**config.mk**
```make
export PLATFORM = sky130hd
export DESIGN_NAME = doubly_linked_list_manager
export DESIGN_NICKNAME = d
export VERILOG_FILES = /design/src/rtl/dll_pkg.sv /design/src/rtl/dll_ram.sv /design/src/rtl/doubly_linked_list_manager.sv
export SDC_FILE = /design/constraint.sdc
export NUM_CORES = 1
export LEC_CHECK = 0
export ABC_AREA = 0
export BUFFER_PORTS_ARGS = -buffer_cell sky130_fd_sc_hd__buf_2
export CORE_MARGIN = 4
export CORE_UTILIZATION = 32
export DETAILED_ROUTE_END_ITERATION = 8
export GPL_TIMING_DRIVEN = 0
export PLACE_DENSITY = 0.42
export SLEW_MARGIN = 0
export SYNTH_ARGS = -nofsm -noshare
export SYNTH_HDL_FRONTEND = slang
export SYNTH_HIERARCHICAL = 1
export SYNTH_SLANG_ARGS = --single-unit
```
**constraint.sdc**
```tcl
create_clock -name clock -period 10.1 [get_ports clock]
set_input_delay 1.515 -clock clock [delete_from_list [all_inputs] [get_ports clock]]
set_output_delay 1.515 -clock clock [all_outputs]
set_load 0.1 [all_outputs]
```
**src/rtl/dll_pkg.sv**
```systemverilog
// Shared types and constants of the doubly linked list manager.
package dll_pkg;

   localparam int NODES_DEF = 32;
   localparam int MODE_W    = 3;
   localparam int ID_W      = 5;
   localparam int ID_SPAN   = 2 ** ID_W;
   localparam int POS_W     = 6;
   localparam int CNT_OUT_W = 6;

   localparam logic [MODE_W-1:0] MODE_ADD_HEAD = 3'd0;
   localparam logic [MODE_W-1:0] MODE_ADD_TAIL = 3'd1;
   localparam logic [MODE_W-1:0] MODE_INSERT   = 3'd2;
   localparam logic [MODE_W-1:0] MODE_DELETE   = 3'd3;
   localparam logic [MODE_W-1:0] MODE_POSITION = 3'd4;
   localparam logic [MODE_W-1:0] MODE_SUCC     = 3'd5;

   typedef struct packed {
      logic [MODE_W-1:0] mode;
      logic [ID_W-1:0]   node_id;
      logic [ID_W-1:0]   anchor_node;
      logic [POS_W-1:0]  position;
   } req_type;

   typedef struct packed {
      logic [ID_W-1:0]      result_node;
      logic                 found;
      logic [CNT_OUT_W-1:0] item_count;
      logic                 is_empty;
   } rsp_type;

endpackage

```
**src/rtl/dll_ram.sv**
```systemverilog
// Generic single-port-write, single-port-read RAM with registered read data.
module dll_ram import dll_pkg::*; #(
   parameter int WIDTH = ID_W + 1,
   parameter int DEPTH = NODES_DEF
) (
   input  logic                     clock,
   input  logic                     wr_en,
   input  logic [$clog2(DEPTH)-1:0] wr_addr,
   input  logic [WIDTH-1:0]         wr_data,
   input  logic [$clog2(DEPTH)-1:0] rd_addr,
   output logic [WIDTH-1:0]         rd_data
);

   logic [WIDTH-1:0] mem_ff [DEPTH];
   logic [WIDTH-1:0] rd_data_ff;

   always_ff @(posedge clock) begin
      if (wr_en) begin
         mem_ff[wr_addr] <= wr_data;
      end
      rd_data_ff <= mem_ff[rd_addr];
   end

   assign rd_data = rd_data_ff;

endmodule

```
**src/rtl/doubly_linked_list_manager.sv**
```systemverilog
// Top level of the doubly linked list manager: link memories, sequencer, result register.
//
// The block keeps an ordered list of distinct node numbers in two link RAMs (next and prev,
// one entry per node, read data registered) plus head, tail, count and a membership bit per
// node held in flip-flops. Issue a transaction by raising start while busy is low; the
// transaction is taken at that clock edge. Exactly one result follows each transaction: it
// sits on rsp_data for one cycle with rsp_strobe high, and the receiver cannot stall it, so
// capture it then. Adds run through apply and finish; insert after through read, apply and
// finish, or as an add at the tail if the anchor is the tail; delete and successor through
// read and apply. A position lookup from two up to the count walks the next links from the
// head; position one answers from the head register, and a position of zero or past the
// count, rejected operations and unused modes answer from idle. Busy drops in the result
// cycle, so a new transaction can be taken while the result is shown. Each position step
// costs one read of the next-link RAM, which is what bounds the walk. Add and insert touch
// a node and its neighbor, which share one write port per RAM, so their writes are split
// over apply and finish; delete bridges its two neighbors with one write to each RAM in
// apply. One transaction runs at a time, so no read ever meets a pending write to the same
// entry. No clearing pass: link entries are only read for nodes that are in the list.
module doubly_linked_list_manager import dll_pkg::*; #(
   parameter int NODES = NODES_DEF
) (
   input  logic    clock,
   input  logic    reset,
   input  logic    start,
   input  req_type req_data,
   output logic    busy,
   output logic    rsp_strobe,
   output rsp_type rsp_data
);

   // Node numbers are ID_W bits wide, so at most ID_SPAN nodes can ever be addressed.
   localparam int SLOTS = (NODES < ID_SPAN) ? NODES : ID_SPAN;
   localparam int IW    = $clog2(SLOTS);
   localparam int LW    = IW + 1;
   localparam int CW    = $clog2(SLOTS + 1);

   // Link format: top bit marks "no neighbor", low bits hold the node index.
   localparam logic [LW-1:0] LINK_NONE = {1'b1, {IW{1'b0}}};

   typedef enum logic [5:0] {
      ST_IDLE   = 6'b000001,
      ST_READ   = 6'b000010,
      ST_APPLY  = 6'b000100,
      ST_FINISH = 6'b001000,
      ST_WALK   = 6'b010000,
      ST_STEP   = 6'b100000
   } state_type;

   state_type         state_ff, state_in;
   logic [MODE_W-1:0] op_ff, op_in;
   logic [IW-1:0]     n_ff, n_in;
   logic [IW-1:0]     a_ff, a_in;
   logic [LW-1:0]     link_ff, link_in;
   logic [IW-1:0]     cur_ff, cur_in;
   logic [CW-1:0]     rem_ff, rem_in;
   logic [LW-1:0]     head_ff, head_in;
   logic [LW-1:0]     tail_ff, tail_in;
   logic [CW-1:0]     count_ff, count_in;
   logic [SLOTS-1:0]  member_ff, member_in;
   logic              rsp_strobe_ff, rsp_strobe_in;
   rsp_type           rsp_ff, rsp_in;

   // Link RAM ports.
   logic          nx_we, pv_we;
   logic [IW-1:0] nx_waddr, pv_waddr, nx_raddr;
   logic [LW-1:0] nx_wdata, pv_wdata, nx_rdata, pv_rdata;

   // Request decode.
   logic [IW-1:0] req_idx, anc_idx;
   logic          n_ok, a_ok, n_member, a_member, pos_ok;

   // Result selection.
   logic          respond;
   logic          res_found;
   logic [IW-1:0] res_idx;

   dll_ram #(.WIDTH(LW), .DEPTH(SLOTS)) u_next_ram (
      .clock   (clock),
      .wr_en   (nx_we),
      .wr_addr (nx_waddr),
      .wr_data (nx_wdata),
      .rd_addr (nx_raddr),
      .rd_data (nx_rdata)
   );

   dll_ram #(.WIDTH(LW), .DEPTH(SLOTS)) u_prev_ram (
      .clock   (clock),
      .wr_en   (pv_we),
      .wr_addr (pv_waddr),
      .wr_data (pv_wdata),
      .rd_addr (n_ff),
      .rd_data (pv_rdata)
   );

   assign req_idx  = req_data.node_id[IW-1:0];
   assign anc_idx  = req_data.anchor_node[IW-1:0];
   assign n_ok     = int'(req_data.node_id) < SLOTS;
   assign a_ok     = int'(req_data.anchor_node) < SLOTS;
   assign n_member = n_ok && member_ff[req_idx];
   assign a_member = a_ok && member_ff[anc_idx];
   assign pos_ok   = (req_data.position != '0) &&
                     (req_data.position <= POS_W'(count_ff));

   always_comb begin
      state_in      = state_ff;
      op_in         = op_ff;
      n_in          = n_ff;
      a_in          = a_ff;
      link_in       = link_ff;
      cur_in        = cur_ff;
      rem_in        = rem_ff;
      head_in       = head_ff;
      tail_in       = tail_ff;
      count_in      = count_ff;
      member_in     = member_ff;
      rsp_strobe_in = 1'b0;
      rsp_in        = rsp_ff;
      respond       = 1'b0;
      res_found     = 1'b0;
      res_idx       = '0;
      nx_we         = 1'b0;
      nx_waddr      = n_ff;
      nx_wdata      = LINK_NONE;
      pv_we         = 1'b0;
      pv_waddr      = n_ff;
      pv_wdata      = LINK_NONE;
      nx_raddr      = n_ff;

      unique case (state_ff)
         ST_IDLE: begin
            if (start) begin
               op_in  = req_data.mode;
               n_in   = req_idx;
               a_in   = anc_idx;
               cur_in = head_ff[IW-1:0];
               rem_in = CW'(req_data.position - POS_W'(1));
               case (req_data.mode) inside
                  MODE_ADD_HEAD, MODE_ADD_TAIL: begin
                     if (n_ok && !n_member) state_in = ST_APPLY;
                     else respond = 1'b1;
                  end
                  MODE_INSERT: begin
                     if (n_ok && !n_member && a_member) begin
                        // Anchor at the tail: append, no neighbor link to read.
                        if (tail_ff == {1'b0, anc_idx}) begin
                           op_in    = MODE_ADD_TAIL;
                           state_in = ST_APPLY;
                        end else begin
                           state_in = ST_READ;
                        end
                     end else begin
                        respond = 1'b1;
                     end
                  end
                  MODE_DELETE, MODE_SUCC: begin
                     if (n_member) state_in = ST_READ;
                     else respond = 1'b1;
                  end
                  MODE_POSITION: begin
                     if (pos_ok && req_data.position == POS_W'(1)) begin
                        respond   = 1'b1;
                        res_found = 1'b1;
                        res_idx   = head_ff[IW-1:0];
                     end else if (pos_ok) begin
                        state_in = ST_WALK;
                     end else begin
                        respond = 1'b1;
                     end
                  end
                  default: respond = 1'b1;
               endcase
            end
         end

         ST_READ: begin
            nx_raddr = (op_ff == MODE_INSERT) ? a_ff : n_ff;
            state_in = ST_APPLY;
         end

         ST_APPLY: begin
            case (op_ff)
               MODE_ADD_HEAD: begin
                  nx_we   = 1'b1;
                  nx_wdata = head_ff;
                  pv_we   = 1'b1;
                  link_in = head_ff;
                  head_in = {1'b0, n_ff};
                  if (head_ff[IW]) tail_in = {1'b0, n_ff};
                  member_in[n_ff] = 1'b1;
                  count_in = count_ff + CW'(1);
                  state_in = ST_FINISH;
               end
               MODE_ADD_TAIL: begin
                  pv_we    = 1'b1;
                  pv_wdata = tail_ff;
                  nx_we    = 1'b1;
                  link_in  = tail_ff;
                  tail_in  = {1'b0, n_ff};
                  if (tail_ff[IW]) head_in = {1'b0, n_ff};
                  member_in[n_ff] = 1'b1;
                  count_in = count_ff + CW'(1);
                  state_in = ST_FINISH;
               end
               MODE_INSERT: begin
                  // nx_rdata holds the anchor's old successor.
                  nx_we    = 1'b1;
                  nx_wdata = nx_rdata;
                  pv_we    = 1'b1;
                  pv_wdata = {1'b0, a_ff};
                  link_in  = nx_rdata;
                  member_in[n_ff] = 1'b1;
                  count_in = count_ff + CW'(1);
                  state_in = ST_FINISH;
               end
               MODE_DELETE: begin
                  // Bridge the neighbors; an end node moves head or tail instead.
                  if (!pv_rdata[IW]) begin
                     nx_we    = 1'b1;
                     nx_waddr = pv_rdata[IW-1:0];
                     nx_wdata = nx_rdata;
                  end else begin
                     head_in = nx_rdata;
                  end
                  if (!nx_rdata[IW]) begin
                     pv_we    = 1'b1;
                     pv_waddr = nx_rdata[IW-1:0];
                     pv_wdata = pv_rdata;
                  end else begin
                     tail_in = pv_rdata;
                  end
                  member_in[n_ff] = 1'b0;
                  count_in = count_ff - CW'(1);
                  respond  = 1'b1;
               end
               MODE_SUCC: begin
                  res_found = !nx_rdata[IW];
                  res_idx   = nx_rdata[IW-1:0];
                  respond   = 1'b1;
               end
               default: respond = 1'b1;
            endcase
         end

         ST_FINISH: begin
            case (op_ff)
               MODE_ADD_HEAD: begin
                  if (!link_ff[IW]) begin
                     pv_we    = 1'b1;
                     pv_waddr = link_ff[IW-1:0];
                     pv_wdata = {1'b0, n_ff};
                  end
               end
               MODE_ADD_TAIL: begin
                  if (!link_ff[IW]) begin
                     nx_we    = 1'b1;
                     nx_waddr = link_ff[IW-1:0];
                     nx_wdata = {1'b0, n_ff};
                  end
               end
               MODE_INSERT: begin
                  pv_we    = 1'b1;
                  pv_waddr = link_ff[IW-1:0];
                  pv_wdata = {1'b0, n_ff};
                  nx_we    = 1'b1;
                  nx_waddr = a_ff;
                  nx_wdata = {1'b0, n_ff};
               end
               default: ;
            endcase
            respond = 1'b1;
         end

         ST_WALK: begin
            nx_raddr = cur_ff;
            state_in = ST_STEP;
         end

         ST_STEP: begin
            // Follow the link straight from the read register, one hop a cycle.
            if (rem_ff == CW'(1)) begin
               respond   = 1'b1;
               res_found = 1'b1;
               res_idx   = nx_rdata[IW-1:0];
            end else begin
               nx_raddr = nx_rdata[IW-1:0];
               rem_in   = rem_ff - CW'(1);
            end
         end

         default: state_in = ST_IDLE;
      endcase

      if (respond) begin
         rsp_strobe_in      = 1'b1;
         rsp_in.result_node = res_found ? ID_W'(res_idx) : '0;
         rsp_in.found       = res_found;
         rsp_in.item_count  = CNT_OUT_W'(count_in);
         rsp_in.is_empty    = (count_in == '0);
         state_in           = ST_IDLE;
      end
   end

   // Control state.
   always_ff @(posedge clock) begin
      if (reset) begin
         state_ff      <= ST_IDLE;
         head_ff       <= LINK_NONE;
         tail_ff       <= LINK_NONE;
         count_ff      <= '0;
         member_ff     <= '0;
         rsp_strobe_ff <= 1'b0;
      end else begin
         state_ff      <= state_in;
         head_ff       <= head_in;
         tail_ff       <= tail_in;
         count_ff      <= count_in;
         member_ff     <= member_in;
         rsp_strobe_ff <= rsp_strobe_in;
      end
   end

   // Operands and result payload.
   always_ff @(posedge clock) begin
      op_ff   <= op_in;
      n_ff    <= n_in;
      a_ff    <= a_in;
      link_ff <= link_in;
      cur_ff  <= cur_in;
      rem_ff  <= rem_in;
      rsp_ff  <= rsp_in;
   end

   assign busy       = (state_ff != ST_IDLE);
   assign rsp_strobe = rsp_strobe_ff;
   assign rsp_data   = rsp_ff;

endmodule

```
# Word level (Yosys, flattened, before mapping)
# Memory sizes are Yosys's and may differ from the RTL's. A register that Yosys moved wholly into a read port is not among the register bits.
# Index checks and enable logic that the tools add are counted.
dict set report word_totals {
  output_inout_bits 15
  n_memories 2
  rom_bits 0
  regBits 100
  word_cells 190
  latchBits 0
  mem_bits_rw 384
  inputBits 22
}
# memory depth word_bits read_ports rd_ports_with_merged_regs wr line
set mem_list {}
lappend mem_list {u_next_ram.mem_ff 32 6 1 1 1 dll_ram.sv:14} ;# logic [WIDTH-1:0] mem_ff [DEPTH];
lappend mem_list {u_prev_ram.mem_ff 32 6 1 1 1 dll_ram.sv:14}
dict set report classes {
  muxes 101
  multipliers 0
  n_lt_le_gt_ge 5
  n_addsub 4
  n_bitwise 4
  div_mod_pow 0
  shifts 0
  eq_ne 32
  reduce_logical 26
}
# op n
set ops {}
lappend ops {{6-bit 2-to-1 mux} 21}
lappend ops {{6-bit one-hot mux with 3 select lines} 5}
lappend ops {{5-bit 2-to-1 mux} 15}
lappend ops {{6-bit one-hot mux with 2 select lines} 6}
lappend ops {{32-bit one-hot mux with 2 select lines} 1}
lappend ops {{5-bit one-hot mux with 2 select lines} 4}
lappend ops {{32-bit AND} 1}
lappend ops {{32-bit NOT} 1}
lappend ops {{32-bit bitwise OR} 1}
lappend ops {{1-bit 2-to-1 mux} 30}
lappend ops {{5-bit one-hot mux with 3 select lines} 2}
lappend ops {{6-bit one-hot mux with 5 select lines} 1}
lappend ops {{5-bit != test, second input constant} 4}
lappend ops {{6-bit by 1-bit == test with 1-bit output, second input constant} 3}
lappend ops {{5-bit by 6-bit < comparator with 1-bit output, second input constant} 3}
lappend ops {{6-bit by 1-bit subtractor with 6-bit output, second input constant} 3}
lappend ops {{3-bit 2-to-1 mux} 5}
lappend ops {{3-bit by 2-bit == test with 1-bit output, second input constant} 4}
lappend ops {{1-bit one-hot mux with 2 select lines} 6}
lappend ops {{1-bit binary-select mux with 5-bit select} 2}
lappend ops {{2-bit != test, second input constant} 5}
lappend ops {{3-bit == test, second input constant} 3}
lappend ops {{9-bit AND reduction} 1}
lappend ops {{4-bit AND reduction} 2}
lappend ops {{29 further kinds} 43}

# Depth between registers and ports, before layout
dict set report logic_depth {
  word_depth 11
  depth_mapped 14
  mapped_depth_nobuf 12
}

# Modules after synthesis
# Netlist, hierarchy kept.
# module seq_area_each_um2 area_per_inst_um2 cells_per_inst instances
set by_module_without_submodules {}
lappend by_module_without_submodules {dll_ram 5885.6 7589.8 323 2}
lappend by_module_without_submodules {doubly_linked_list_manager 2432.3 6232.2 734 1}

# Worst setup path before layout
# No wires, ideal clock.
dict set report synth_timing {
  kind {in2reg}
  startpoint {input port req_data[8] in the netlist's numbering}
  endpoint {register rsp_ff (netlist bit rsp_data[0]), enable pin}
  t_required_ps 9739
  arrival_ps 3502
  path_stages 7
  n_path_buf 1
  slack_ps 6237
  setup_ps 361
  path_cell_list {buf_4 mux4_2 mux4_2 o22ai_2 nor4_1 o31a_1 o21ai_4}
}
dict set report synth_via {
  elab_chain_cells 8
}
# item line
set synth_rtl {}
lappend synth_rtl {{from (decl)} doubly_linked_list_manager.sv:25} ;# input req_type req_data,
lappend synth_rtl {{1-bit binary-select mux with 5-bit select} doubly_linked_list_manager.sv:100} ;# assign a_member = a_ok && member_ff[anc_idx];
lappend synth_rtl {{1-bit 2-to-1 mux (implied by the code)} doubly_linked_list_manager.sv:100}
lappend synth_rtl {{1-bit logical AND} doubly_linked_list_manager.sv:143} ;# if (n_ok && !n_member && a_member) begin
lappend synth_rtl {{1-bit 2-to-1 mux} doubly_linked_list_manager.sv:143}
lappend synth_rtl {{1-bit 2-to-1 mux (2 in series)} doubly_linked_list_manager.sv:137} ;# case (req_data.mode) inside
lappend synth_rtl {{1-bit 2-to-1 mux} doubly_linked_list_manager.sv:131} ;# if (start) begin
lappend synth_rtl {{1-bit one-hot mux with 4 select lines} doubly_linked_list_manager.sv:129} ;# unique case (state_ff)
lappend synth_rtl {{net respond} doubly_linked_list_manager.sv:73} ;# logic respond;
lappend synth_rtl {{to (signal assigned)} doubly_linked_list_manager.sv:330} ;# rsp_ff <= rsp_in;
lappend synth_rtl {{to (decl)} doubly_linked_list_manager.sv:61} ;# rsp_type rsp_ff, rsp_in;
# The timed path passes the listed nets, and every way through them passes these cells. The select of a mux whose other input is x is not followed.
# A chain may end at the register's enable or synchronous reset.

# Final worst setup path
dict set report layout_timing {
  startpoint {register op_ff[1]}
  endpoint {register u_next_ram.rd_data_ff[3], in the netlist u_next_ram/rd_data[3], read port of u_next_ram.mem_ff}
}
dict set report layout_via {
  elab_chain_cells 3
}
# item line
set layout_rtl {}
lappend layout_rtl {{from (decl)} doubly_linked_list_manager.sv:50} ;# logic [MODE_W-1:0] op_ff, op_in;
lappend layout_rtl {{from (signal assigned)} doubly_linked_list_manager.sv:324} ;# op_ff <= op_in;
lappend layout_rtl {{3-bit by 2-bit == test with 1-bit output} doubly_linked_list_manager.sv:176} ;# nx_raddr = (op_ff == MODE_INSERT) ? a_ff : n_ff;
lappend layout_rtl {{5-bit 2-to-1 mux} doubly_linked_list_manager.sv:176}
lappend layout_rtl {{5-bit one-hot mux with 3 select lines} doubly_linked_list_manager.sv:129}
lappend layout_rtl {{net nx_raddr[2]} doubly_linked_list_manager.sv:65} ;# logic [IW-1:0] nx_waddr, pv_waddr, nx_raddr;
lappend layout_rtl {{to (decl)} dll_ram.sv:15} ;# logic [WIDTH-1:0] rd_data_ff;
# The timed path passes the listed nets, and every way through them passes these cells.

==> flow_metrics.env <==
export IMPL_cts_buffers=56
export IMPL_tightest_slew_ns=1.13
export IMPL_criticalPathCategory="reg -> reg"
export IMPL_clkTransAtPathRegs_ns=0.06
export IMPL_die_w_um=267
export IMPL_avgViaCountPerCell=5.25
export IMPL_synth_seq_area_share_pct=66.3
export IMPL_synthesis_instances=1380
export IMPL_place_inst=2288
export IMPL_core_area_mm2=0.0661
export IMPL_vias=12553
export IMPL_path_cells="clkbuf_1 -> inv_1 -> clkbuf_1 -> nor3_1 -> nand2_1 -> a21oi_1 -> a221oi_1 -> nand2_1 -> clkbuf_1 -> clkbuf_1 -> mux4_2 -> mux4_2 -> mux2_2"
export IMPL_layout_drive_gt1_share_pct=21.0
export IMPL_rows=94
export IMPL_place_ws_ns=5.25
export IMPL_overflow=0
export IMPL_ctsResizeCount=0
export IMPL_rrSetupSlack_ns=5.20
export IMPL_ctsHtreeMaxLevel=2
export IMPL_finalHoldWorstSlack_ns=0.515
export IMPL_io_pins=37
export IMPL_fin_crit_ns=4.90
export IMPL_multi_input_area_mm2=0.00677
export IMPL_arrival_ns=5.39
export IMPL_synth_fp_nets=1417
export IMPL_pwr_share_seq_pct=47.8
export IMPL_cpPeakStageDelay_ns=0.69
export IMPL_synth_cell_type_count=66
export IMPL_clk_latency_ns=0.62
export IMPL_finalSetupViolCount=0
export IMPL_clockBufferDepth=3
export IMPL_drt_initial_drc_count=974
export IMPL_power_density_mw_per_mm2=191
export IMPL_fillers=6220
export IMPL_regArea_mm2=0.0142
export IMPL_hold_path_class="reg -> reg"
export IMPL_ys_warnings_count=6
export IMPL_combPwrFrac_pct=9.7
export IMPL_grt_max_degree=33
export IMPL_cp_max_fo=10
export IMPL_async_reset_ff_share_pct=0
export IMPL_numPortBuffers=34
export IMPL_power_leakage_nw=7.25
export IMPL_gp_congestion=0.871
export IMPL_cts_setup_buffers=0
export IMPL_swShare_pct=24.9
export IMPL_worst_endpoint_required_ns=10.59
export IMPL_grt_pass1_wl_mm=85.2
export IMPL_critPathSlowestCell="clkbuf_1"
export IMPL_slew_headroom_pct=24.1
export IMPL_fin_skew_ns=0.0612
export IMPL_synth_most_common_cell="edfxtp_1"
export IMPL_drtAntennaViolNets=0
export IMPL_dpl_hpwl_mm=39.9
export IMPL_maxSlewViolCount=0
export IMPL_synth_area_leaders="edfxtp_1 (60%), mux4_2 (14%), dfxtp_1 (6.5%)"
export IMPL_setup_ws_ns=5.20
export IMPL_cts_tree="done"
export IMPL_synth_top_cells_by_count="edfxtp_1 (427), nor2_1 (142), mux4_2 (129)"
export IMPL_root_buffer="clkbuf_16"
export IMPL_utilization_pct=37.4
export IMPL_synth_area_per_cell_um2=15.5
export IMPL_setup_worst_path_start_class="flop"
export IMPL_drv_cap=0
export IMPL_tns_ns=0
export IMPL_p_clk_share_pct=42.5
export IMPL_grt_usage_pct=16.1
export IMPL_stdcell_count=2392
export IMPL_power_internal_mw=3.54
export IMPL_hold_buffers=0
export IMPL_cp_end_kind="flop"
export IMPL_synthToLayoutAreaGrowth_pct=15.5
export IMPL_rsz0062_at_grt="no"
export IMPL_post_route_drc_count=0
export IMPL_synth_top_area_cell="edfxtp_1"
export IMPL_synth_flop_cell="edfxtp_1"
export IMPL_syn_area_mm2=0.0214
export IMPL_die_h_um=267
export IMPL_finalCritPeriodShare_pct=48.5
export IMPL_dr_pass1_iters=5
export IMPL_antenna_found_initial=0
export IMPL_cts_sinks=496
export IMPL_synth_top_cell_area_share_pct=59.9
export IMPL_grt_pass1_vias=12823
export IMPL_outcome="completed"
export IMPL_ys_ff_latch=496
export IMPL_synth_edf_count=427
export IMPL_crit_top_cell="clkbuf_1"
export IMPL_final_nets=1519
export IMPL_p_switching_mw=1.17
export IMPL_max_freq_ghz=0.204
export IMPL_dieArea_mm2=0.0711
export IMPL_vdd_drop_max_mv=0.111
export IMPL_finalHoldViolCount=0
export IMPL_wirelength_mm=57.0
export IMPL_diodes=0
export IMPL_wire_per_inst_um=23.8
export IMPL_initial_core_util_pct=32.4
==> metrics by stage <==
step                      total power, mW  cell area [µm²]
after floorplan                      2.62            21400
after detailed placement             2.76            22900
after global routing                 4.91            24700
after global placement               2.76            22700
after CTS                            4.79            24700
final                                4.72            24700
==> cell families (layout without fill, tap and decap cells) <==
family | count (synthesis) | count (layout) | share of synthesized area [%]
AO/OA/AOI/OAI | 218 | 218 | 6.40
XOR/XNOR | 20 | 20 | 0.818
adder cells (fa/ha/maj) | 15 | 15 | 0.912
buffers and inverters | 110 | 258 | 2.31
flip-flops | 496 | 496 | 66.3
multiplexers | 169 | 169 | 15.5
AND/OR/NAND/NOR | 352 | 352 | 7.72
==> power by group through the flow <==
stage | clock network, mW | registers [mW] | logic, mW
after floorplan | 0 | 2.34 | 0.286
after global placement | 0 | 2.30 | 0.459
after detailed placement | 0 | 2.30 | 0.460
after CTS | 2.07 | 2.25 | 0.462
after global routing | 2.17 | 2.26 | 0.493
final | 2.01 | 2.25 | 0.457
==> worst max-delay path: cells and delay by family (launching register included) <==
kind / cells / cell delay (ns)
buf+inv: 5 / 1.98
mux: 3 / 1.29
simple gates: 3 / 0.90
flops: 1 / 0.32
compound gates: 2 / 0.27
==> routing by layer <==
metal | part of all wire (%) | global-route usage (%)
met5 | 0 | 0
met4 | 2.7 | 4.84
met3 | 5.1 | 2.42
met2 | 46 | 25.5
met1 | 46 | 23.0
==> area by class of cell <==
class	instances	share of cell area (%)
Multi-Input combinational cell	774	27.4
Clock buffer	71	6.15
Tap cell	864	4.37
Clock inverter	33	1.29
Timing Repair Buffer	44	1.40
Buffer	83	1.59
Inverter	27	0.410
Sequential cell	496	57.4
==> path summary, 6_finish.rpt <==
check | from | depth (start not counted) | endpoint
setup / recovery | op_ff[1]$_DFFE_PP_ | 13 | u_next_ram/rd_data[3]$_DFF_P_
hold reg to reg | head_ff[5]$_SDFFE_PP1P_ | 2 | head_ff[5]$_SDFFE_PP1P_
setup reg to reg | op_ff[1]$_DFFE_PP_ | 13 | u_next_ram/rd_data[3]$_DFF_P_
hold / removal | head_ff[5]$_SDFFE_PP1P_ | 2 | head_ff[5]$_SDFFE_PP1P_
==> cell usage in the layout (no fill, tap or decap), types with 9 or more instances in the layout <==
| cell type | count |
|---|---|
| o21ai_2 | 10 |
| clkbuf_1 | 59 |
| a21oi_1 | 95 |
| nor2_1 | 142 |
| a22oi_1 | 15 |
| clkinv_2 | 9 |
| edfxtp_1 | 427 |
| o22ai_1 | 12 |
| mux2_2 | 12 |
| clkinv_1 | 13 |
| o21ai_0 | 22 |
| nand3b_1 | 15 |
| clkbuf_16 | 58 |
| mux4_2 | 129 |
| a311oi_1 | 31 |
| nand3_1 | 11 |
| nand2_1 | 107 |
| ha_1 | 14 |
| buf_1 | 12 |
| mux2i_1 | 28 |
| inv_1 | 26 |
| dfxtp_1 | 69 |
| nor3_1 | 14 |
| xnor2_1 | 15 |
| buf_2 | 48 |
Note: power is estimated with default switching activity, not from simulation.
